## src/hw/rtl/fsdr_pkg.sv

```systemverilog
`timescale 1ns / 1ps
// ----------------------------------------------------------------------------
// fsdr_pkg
// Shared types and constants for the first-seen dense relabelling block.
// ----------------------------------------------------------------------------
package fsdr_pkg;

  localparam int CAPACITY_DEF  = 64;
  localparam int KEY_WIDTH_DEF = 32;
  localparam int IN_KEY_W      = 32;
  localparam int LABEL_W       = 6;

  typedef struct packed {
    logic [IN_KEY_W-1:0] key;
    logic                start_sequence;
  } fsdr_in_t;

  typedef struct packed {
    logic [LABEL_W-1:0] label;
    logic               is_new;
    logic               overflow;
  } fsdr_out_t;

  // Control that travels with a key as it walks along the cell chain.
  typedef struct packed {
    logic valid;
    logic hit;
  } fsdr_probe_t;

endpackage

```

## src/hw/rtl/fsdr_cell.sv

```systemverilog
`timescale 1ns / 1ps
// ----------------------------------------------------------------------------
// fsdr_cell
// One stored key of the chain; compares a passing probe against it and hands
// the probe, its key and the first matching index on to the next cell.
// ----------------------------------------------------------------------------
module fsdr_cell #(
  parameter int CAPACITY  = fsdr_pkg::CAPACITY_DEF,
  parameter int KEY_WIDTH = fsdr_pkg::KEY_WIDTH_DEF,
  parameter int CELL_IDX  = 0,
  localparam int IDX_W    = $clog2(CAPACITY),
  localparam int CNT_W    = $clog2(CAPACITY + 1)
) (
  input  logic                  clk,
  input  logic                  rst_n,
  input  logic [CNT_W-1:0]      count,
  input  logic                  wr_en,
  input  logic [IDX_W-1:0]      wr_idx,
  input  logic [KEY_WIDTH-1:0]  wr_key,
  input  fsdr_pkg::fsdr_probe_t probe_in,
  input  logic [KEY_WIDTH-1:0]  key_in,
  input  logic [IDX_W-1:0]      idx_in,
  output fsdr_pkg::fsdr_probe_t probe_out,
  output logic [KEY_WIDTH-1:0]  key_out,
  output logic [IDX_W-1:0]      idx_out
);

  logic [KEY_WIDTH-1:0]  entry_r;
  fsdr_pkg::fsdr_probe_t probe_r, probe_nxt;
  logic [KEY_WIDTH-1:0]  key_r;
  logic [IDX_W-1:0]      idx_r, idx_nxt;
  logic                  live;
  logic                  match;

  // The entry holds a key only once the fill count has passed this cell.
  assign live  = CNT_W'(CELL_IDX) < count;
  assign match = probe_in.valid && live && (entry_r == key_in);

  always_comb begin
    probe_nxt.valid = probe_in.valid;
    probe_nxt.hit   = probe_in.hit | match;
    idx_nxt         = probe_in.hit ? idx_in : IDX_W'(CELL_IDX);
  end

  always_ff @(posedge clk) begin
    if (!rst_n) begin
      probe_r <= '0;
    end else begin
      probe_r <= probe_nxt;
    end
    key_r <= key_in;
    idx_r <= idx_nxt;
    if (wr_en && wr_idx == IDX_W'(CELL_IDX)) begin
      entry_r <= wr_key;
    end
  end

  assign probe_out = probe_r;
  assign key_out   = key_r;
  assign idx_out   = idx_r;

endmodule

```

## src/hw/rtl/first_seen_dense_relabel.sv

```systemverilog
`timescale 1ns / 1ps
// ----------------------------------------------------------------------------
// first_seen_dense_relabel
// Replaces each key with a dense label in order of first appearance.
// ----------------------------------------------------------------------------
// Usage: drive in_data and raise start; the transfer happens at a clock edge
// where start is high and busy is low. in_data.start_sequence empties the
// store of seen keys before that key is looked up.
// The key enters a chain of CAPACITY cells, one stored key per cell, and
// moves one cell per cycle; each cell compares it with its own entry. When
// the probe leaves the last cell the label is decided, a new key is written
// into the next free cell and the result is shown on out_data with out_valid
// high for exactly one cycle. The receiver cannot stall the block, so the
// result must be taken in that cycle.
// out_valid is registered from the decision made as the probe leaves the last
// cell. No new key is taken until then: the probe's walk along the cell chain
// sets the pace, and busy is high for the whole walk.
// A full store answers a new key with overflow set and label 0, and stores
// nothing. Reset (rst_n low, synchronous) empties the store and clears busy;
// stored keys themselves are not cleared, the fill count guards them.
// ----------------------------------------------------------------------------
module first_seen_dense_relabel #(
  parameter int CAPACITY  = fsdr_pkg::CAPACITY_DEF,
  parameter int KEY_WIDTH = fsdr_pkg::KEY_WIDTH_DEF
) (
  input  logic                clk,
  input  logic                rst_n,
  input  logic                start,
  output logic                busy,
  input  fsdr_pkg::fsdr_in_t  in_data,
  output logic                out_valid,
  output fsdr_pkg::fsdr_out_t out_data
);

  localparam int IDX_W = $clog2(CAPACITY);
  localparam int CNT_W = $clog2(CAPACITY + 1);

  typedef enum logic {S_IDLE, S_SEARCH} state_t;

  state_t               state_r, state_nxt;
  logic [CNT_W-1:0]     count_r, count_nxt;
  logic                 tok_valid_r, tok_valid_nxt;
  logic [KEY_WIDTH-1:0] tok_key_r, tok_key_nxt;
  logic                 out_valid_r, out_valid_nxt;
  fsdr_pkg::fsdr_out_t  out_data_r, out_data_nxt;
  logic                 wr_en;
  logic                 accept;

  fsdr_pkg::fsdr_probe_t chain_probe [CAPACITY+1];
  logic [KEY_WIDTH-1:0]  chain_key   [CAPACITY+1];
  logic [IDX_W-1:0]      chain_idx   [CAPACITY+1];

  assign accept = start && (state_r == S_IDLE);

  assign chain_probe[0].valid = tok_valid_r;
  assign chain_probe[0].hit   = 1'b0;
  assign chain_key[0]         = tok_key_r;
  assign chain_idx[0]         = '0;

  for (genvar g = 0; g < CAPACITY; g++) begin : g_cell
    fsdr_cell #(
      .CAPACITY (CAPACITY),
      .KEY_WIDTH(KEY_WIDTH),
      .CELL_IDX (g)
    ) u_cell (
      .clk      (clk),
      .rst_n    (rst_n),
      .count    (count_r),
      .wr_en    (wr_en),
      .wr_idx   (count_r[IDX_W-1:0]),
      .wr_key   (chain_key[CAPACITY]),
      .probe_in (chain_probe[g]),
      .key_in   (chain_key[g]),
      .idx_in   (chain_idx[g]),
      .probe_out(chain_probe[g+1]),
      .key_out  (chain_key[g+1]),
      .idx_out  (chain_idx[g+1])
    );
  end

  always_comb begin
    state_nxt     = state_r;
    count_nxt     = count_r;
    tok_valid_nxt = 1'b0;
    tok_key_nxt   = tok_key_r;
    out_valid_nxt = 1'b0;
    out_data_nxt  = out_data_r;
    wr_en         = 1'b0;
    case (state_r)
      S_IDLE: begin
        if (start) begin
          tok_valid_nxt = 1'b1;
          tok_key_nxt   = KEY_WIDTH'(in_data.key);
          if (in_data.start_sequence) begin
            count_nxt = '0;
          end
          state_nxt = S_SEARCH;
        end
      end
      S_SEARCH: begin
        if (chain_probe[CAPACITY].valid) begin
          out_valid_nxt = 1'b1;
          state_nxt     = S_IDLE;
          if (chain_probe[CAPACITY].hit) begin
            out_data_nxt.label    = fsdr_pkg::LABEL_W'(chain_idx[CAPACITY]);
            out_data_nxt.is_new   = 1'b0;
            out_data_nxt.overflow = 1'b0;
          end else if (count_r < CNT_W'(CAPACITY)) begin
            wr_en                 = 1'b1;
            count_nxt             = count_r + CNT_W'(1);
            out_data_nxt.label    = fsdr_pkg::LABEL_W'(count_r[IDX_W-1:0]);
            out_data_nxt.is_new   = 1'b1;
            out_data_nxt.overflow = 1'b0;
          end else begin
            out_data_nxt.label    = '0;
            out_data_nxt.is_new   = 1'b1;
            out_data_nxt.overflow = 1'b1;
          end
        end
      end
      default: state_nxt = S_IDLE;
    endcase
  end

  always_ff @(posedge clk) begin
    if (!rst_n) begin
      state_r     <= S_IDLE;
      count_r     <= '0;
      tok_valid_r <= 1'b0;
      out_valid_r <= 1'b0;
    end else begin
      state_r     <= state_nxt;
      count_r     <= count_nxt;
      tok_valid_r <= tok_valid_nxt;
      out_valid_r <= out_valid_nxt;
    end
    tok_key_r  <= tok_key_nxt;
    out_data_r <= out_data_nxt;
  end

  assign busy      = (state_r != S_IDLE);
  assign out_valid = out_valid_r;
  assign out_data  = out_data_r;

  // The store never holds more keys than it has cells.
  a_count_bound: assert property (@(posedge clk) disable iff (!rst_n)
    count_r <= CNT_W'(CAPACITY))
    else $error("key count beyond capacity");

  // Every walk along the chain ends in exactly one result.
  a_result_on_done: assert property (@(posedge clk) disable iff (!rst_n)
    $fell(busy) |-> out_valid)
    else $error("search finished without a result");

  // A transfer cannot produce a result in the very next cycle.
  a_no_early_result: assert property (@(posedge clk) disable iff (!rst_n)
    accept |=> !out_valid)
    else $error("result appeared too early");

  // Overflow is reported only for a new key against a full store.
  a_overflow_full: assert property (@(posedge clk) disable iff (!rst_n)
    (out_valid && out_data.overflow) |->
      (out_data.is_new && out_data.label == '0 && count_r == CNT_W'(CAPACITY)))
    else $error("overflow reported with room in the store");

endmodule

```

## config.mk

```make
export PLATFORM = sky130hd
export DESIGN_NAME = first_seen_dense_relabel
export DESIGN_NICKNAME = d
export VERILOG_FILES = /design/src/hw/rtl/fsdr_pkg.sv /design/src/hw/rtl/fsdr_cell.sv /design/src/hw/rtl/first_seen_dense_relabel.sv
export SDC_FILE = /design/constraint.sdc
export NUM_CORES = 2
export LEC_CHECK = 0
export BUFFER_PORTS_ARGS = -buffer_cell sky130_fd_sc_hd__buf_2
export CAP_MARGIN = 20
export CORE_ASPECT_RATIO = 0.5
export CORE_UTILIZATION = 25
export CTS_BUF_LIST = sky130_fd_sc_hd__clkbuf_8 sky130_fd_sc_hd__clkbuf_16
export CTS_CLUSTER_DIAMETER = 50
export DETAILED_ROUTE_END_ITERATION = 8
export HOLD_SLACK_MARGIN = 0.1
export SLEW_MARGIN = 40
export SYNTH_ARGS = -nofsm -noshare
export SYNTH_HDL_FRONTEND = slang
export SYNTH_HIERARCHICAL = 1
export SYNTH_SLANG_ARGS = --single-unit
export TNS_END_PERCENT = 50
```

## constraint.sdc

```tcl
create_clock -name clk -period 16.4 [get_ports clk]
set_input_delay 1.64 -clock clk [delete_from_list [all_inputs] [get_ports clk]]
set_output_delay 1.64 -clock clk [all_outputs]
set_load 0.02 [all_outputs]
```

Yosys cells after proc, flatten, opt, wreduce, memory -nomap -nowiden:

Index checks and enable logic that the tools add are counted.
W data, S select, Z words.

* register bits: 4652
* output and inout port bits: 10
* logic and storage cells: 805
* input port bits: 36

* bitwise logic cells: 65
* add/subtract/negate cells: 1
* $lt $le $gt $ge: 65
* reductions and logical operators: 198
* equal/unequal tests: 132
* multiplexer cells: 17

Operators with widths (number)
* $eq A32 B32 Y1: 64
* $lt A6 B7 Y1 const A: 32
* $eq A6 B6 Y1 const B: 32
* $logic_and A1 B1 Y1: 192
* $lt A5 B7 Y1 const A: 16
* $eq A6 B5 Y1 const B: 16
* $or A1 B1 Y1: 63
* $lt A4 B7 Y1 const A: 8
* $eq A6 B4 Y1 const B: 8
* $mux W7: 5
* $lt A3 B7 Y1 const A: 4
* $eq A6 B3 Y1 const B: 4
* $mux W8: 2
* $lt A1 B7 Y1 const A: 2
* $lt A2 B7 Y1 const A: 2
* $pmux W7 S2: 1
* $eq A6 B2 Y1 const B: 2
* $mux W1: 8
* $add A7 B1 Y7 const B: 1
* $lt A7 B7 Y1 const B: 1
* $eq A6 B1 Y1 const B: 1
* $logic_not A6 Y1: 1
* $ne A2 B2 Y1 const B: 3
* $reduce_and A2 Y1: 3
* 5 further kinds: 7

Logic depth before layout (Yosys ltp):

* word-level depth: 6
* gate-level depth with buffers: 5
* mapped depth without buffers: 5

Least setup slack after synthesis:

Ideal clock, no wire load.

* path type: flip-flop to flip-flop
* start: register count_r[3]
* end: register g_cell[15].u_cell.entry_r[0], enable pin
* library setup time: 0.513 ns
* setup slack: 10.042 ns
* path buffers: 0
* stages on the path, launching flop included: 3
* period minus slack after synthesis: 6.358 ns
* data arrival time: 5.845 ns
* required time: 15.887 ns
* cells stage by stage: dfxtp_1 -> nand4_1 -> nor4b_1

* longest elaborated chain between the ends: 6
* elaborated cells on any way between the ends: 7
* classes of those cells: 1 x order compare; 1 x eq/ne; 4 x mux; 1 x reduce/logical

Ends and longest elaborated chain
* start: declaration: RTL line first_seen_dense_relabel.sv:41 `logic [CNT_W-1:0] count_r, count_nxt;`
* start signal: assignment: RTL line first_seen_dense_relabel.sv:133 `count_r <= count_nxt;`
* $lt A7 B7 Y1: RTL line first_seen_dense_relabel.sv:108 `end else if (count_r < CNT_W'(CAPACITY)) begin`
* $mux W1: RTL line first_seen_dense_relabel.sv:108
* $mux W1: RTL line first_seen_dense_relabel.sv:104 `if (chain_probe[CAPACITY].hit) begin`
* $mux W1: RTL line first_seen_dense_relabel.sv:101 `if (chain_probe[CAPACITY].valid) begin`
* $mux W1: RTL line first_seen_dense_relabel.sv:89 `case (state_r)`
* $logic_and A1 B1 Y1 *: RTL line fsdr_cell.sv:53 `if (wr_en && wr_idx == IDX_W'(CELL_IDX)) begin`
* end signal: assignment: RTL line fsdr_cell.sv:54 `entry_r <= wr_key;`
* end: declaration: RTL line fsdr_cell.sv:28 `logic [KEY_WIDTH-1:0] entry_r;`

Every way passes the cells marked *; elsewhere a longest branch is shown, timed or not.
A chain may end at the register's enable or synchronous reset.

Worst setup path in the final report:

* start: register state_r, in the netlist busy
* end: register g_cell[62].u_cell.entry_r[15], enable pin

* longest elaborated chain between the ends: 2

Ends and longest elaborated chain
* start: declaration: RTL line first_seen_dense_relabel.sv:40 `state_t state_r, state_nxt;`
* start signal: assignment: RTL line first_seen_dense_relabel.sv:132 `state_r <= state_nxt;`
* $mux W1: RTL line first_seen_dense_relabel.sv:89
* via wr_en: RTL line first_seen_dense_relabel.sv:46 `logic wr_en;`
* $logic_and A1 B1 Y1: RTL line fsdr_cell.sv:53
* end signal: assignment: RTL line fsdr_cell.sv:54
* end: declaration: RTL line fsdr_cell.sv:28

The timed path passes the listed nets, and every way through them passes these cells.

==> results.ini <==
[finish]
drive_gt1_frac=0.104
n_fill_cell=55281
seqCellArea_um2=114000
syn2layout_area_growth_pct=18.2
multi_input_area_um2=28700
nNetsFinal=9030
final_util=0.298

[drt]
postRouteAntennaNets=0
viasPerCell=4.06
drc_errors=0
drtIter0Drc=7010
drt-pass1-iter-count=6
wire_per_inst_um=21.7
num_vias=68817
finalWirelength_mm=369

[floorplan]
die_w_mm=1.07
initial_utilization=0.252
die-area_um2=574000
core_um2=566000
die_h_um=536
core.rowCount=195
pin_count=46

[min_path]
min_delay_path_depth=0
hold_start=g_cell[52].u_cell/key_out[21]
min_to=g_cell[53].u_cell/key_out[21]
min_path_type=register to register

[cts]
clock-root-buffer=clkbuf_16
cts_resized=0
path_clk_slew_ns=0.06
clk_latency_ns=1.00
htree_levels=5
cts.sinks=4658
cts_setup_buffers=0
ctsHoldBuffers=0
cts_tree=yes
cts_buffers=425
cts_buffer_depth=4

[timing]
slew_viol_final=0
clock_skew_ns=0.0903
period_share=0.255
fin_crit_ns=4.18
setup-tns-final_ns=0
setup_violations=0
holdWs_ns=0.328
hold_viol=0
slew_headroom=0.400
worst_slew_pin_slew_ns=0.901
fmax_ghz=0.239
rsz0062_at_grt=no

[placement]
io_buffer_count=45
post-dp-hpwl_mm=239
finalWeightedCongestion=0.803

[setup_path]
cp_slowest_cell=dfxtp_1
worstRegToRegCells=6
cp.arrival_ns=4.78
worstSetupPathType=register to register
cp_max_fo=23
rrSetupSlack_ns=12.22
required_ns=17.00
r2r-end=g_cell[62].u_cell/entry_r[15]
endpoint_kind=register
max_stage_delay_ns=0.77
critPathLaunchType=register
cp_common_cell=buf_4
worstPathCellList=nand4bb_1 -> inv_2 -> buf_4 -> nand3_1 -> nor2_2 -> buf_4
rr_startpoint=busy

[power]
power.total_uw=22700
vdd_drop_max_mv=0.102
p_leak_uw=0.0527
p_per_area_nw_per_um2=135

[yosys]
ys_ff_latch=4658
yosys_warnings=6
ys.flop_type=dfxtp_1
async_flop_share=0
synth_cells=8375
synth_edf_count=2088
syn_avg_cell_area_um2=17.0
synth.cell_area_um2=143000
synth_seq_area_share=0.800
ys_types=83

[global_routing]
grt_overflow_total=0
antenna_found_initial=46
grt_pass1_vias=69401
grt_usage=0.124
grt_pass1_wl_mm=518
grt_max_degree=74

[run_status]
status=complete, no violations

[job]
drv_cap=0

[layout by cell type (no fill, tap or decap), drive strengths merged, types with 7 or more instances in the layout]
| cell | count |
|---|---|
| dfxtp | 2570 |
| edfxtp | 2088 |
| xnor2 | 1132 |
| xor2 | 892 |
| clkbuf | 509 |
| nand4 | 302 |
| and2 | 256 |
| nor4 | 256 |
| nand2b | 201 |
| buf | 182 |
| inv | 177 |
| clkinv | 119 |
| nand2 | 114 |
| nor3 | 108 |
| nand3 | 74 |
| nor2 | 38 |
| a32o | 27 |
| bufinv | 26 |
| o21ai | 23 |
| o31ai | 22 |
| nand4b | 17 |
| nor4b | 16 |
| a21oi | 15 |
| or4 | 15 |
| and3 | 13 |
| conb | 13 |
| diode | 12 |
| o2111ai | 12 |
| a211oi | 11 |
| and4 | 10 |
| nand4bb | 9 |
| o21a | 8 |
| nor4bb | 8 |
| a31oi | 8 |
| or4b | 8 |
| clkinvlp | 7 |
[report_power, final]
group | internal [uW] | leakage [uW] | switching (uW)
sequential | 12300 | 0.0358 | 242
combinational | 137 | 0.00926 | 111
clock | 5640 | 0.00758 | 4340
total | 18000 | 0.0527 | 4690
[sequential cells by signal, indices dropped and copies added, names as in the netlist]
signal,count
g_cell.u_cell/key_out,2048
out_data,8
count_r,7
g_cell.u_cell/entry_r,2048
tok_valid_r,1
g_cell.u_cell/probe_out,128
tok_key_r,32
g_cell.u_cell/idx_out,384
busy,1
out_valid,1
[per-stage QoR]
step	cells	setup WS [ns]	area (um2)
floorplan	8387	10.04	143000
global placement	16131	12.16	154000
detailed placement	16150	12.17	154000
CTS	16957	12.13	169000
global route	16960	12.09	169000
finish	16969	12.22	169000
[worst max-delay path: cells and delay by family (launching register included)]
kind,cells,cell delay (ns)
buffers and inverters,3,1.52
flip-flops,1,0.77
AND/OR/NAND/NOR,3,1.48
[how the worst max path moves through the flow]
| stage | slack, ns | startpoint | cells past startpoint | endpoint |
|---|---|---|---|---|
| floorplan | 10.04 | count_r[3] | 2 | g_cell[15].u_cell/entry_r[0] |
| global placement | 12.16 | busy | 6 | g_cell[51].u_cell/entry_r[27] |
| detailed placement | 12.17 | busy | 6 | g_cell[24].u_cell/entry_r[28] |
| CTS | 12.13 | busy | 6 | g_cell[62].u_cell/entry_r[20] |
| global route | 12.09 | busy | 6 | g_cell[62].u_cell/entry_r[15] |
| finish | 12.22 | busy | 6 | g_cell[62].u_cell/entry_r[15] |
[metal layers]
layer / part of all wire / wire [um] / vias up / GRT usage
met5: 0 / 0 / - / 0
met4: 0.024 / 8680 / 0 / 0.0308
met3: 0.061 / 22300 / 536 / 0.0167
met2: 0.49 / 181000 / 2354 / 0.216
met1: 0.43 / 157000 / 34978 / 0.163
li1: - / - / 30949 / -
[synthesized netlist by cell type (all sizes together), types with 6 or more instances]
master / count / area [um2]
dfxtp: 2570 / 51400
edfxtp: 2088 / 62700
xnor2: 1132 / 9920
xor2: 892 / 7850
nand4: 302 / 1890
and2: 256 / 1610
nor4: 256 / 1740
nand2b: 201 / 1260
nand2: 114 / 428
nor3: 108 / 541
nand3: 74 / 370
nor2: 38 / 143
inv: 30 / 113
a32o: 27 / 280
o21ai: 23 / 115
o31ai: 22 / 215
nand4b: 17 / 149
nor4b: 16 / 140
a21oi: 15 / 78.8
or4: 15 / 116
and3: 13 / 81.3
o2111ai: 12 / 105
a211oi: 11 / 92.6
and4: 10 / 87.6
nand4bb: 9 / 101
a31oi: 8 / 50.1
nor4bb: 8 / 80.1
o21a: 8 / 60.1
or4b: 8 / 80.1
a2111oi: 6 / 90.1
a22o: 6 / 55.1
o221ai: 6 / 52.6
[cells by family (layout without fill, tap and decap cells)]
family                   count (synthesis)  after routing  synth area share
adder cells (fa/ha/maj)                  1              1         0.0000877
other                                    1             25         0.0000263
multiplexers                             4              4          0.000281
XOR/XNOR                              2024           2024             0.125
AO/OA/AOI/OAI                          199            199            0.0119
buffers and inverters                   34           1020          0.000929
AND/OR/NAND/NOR                       1454           1454            0.0622
flip-flops                            4658           4658             0.800
[layout make-up]
class / count / area share
Multi-Input combinational cell: 3695 / 0.170
Tap cell: 7584 / 0.0562
Sequential cell: 4658 / 0.678
Clock inverter: 299 / 0.0148
Antenna cell: 12 / 0.000178
Clock buffer: 508 / 0.0711
Timing Repair Buffer: 183 / 0.00940
Inverter: 30 / 0.000667
Note: power is estimated with default switching activity, not from simulation.
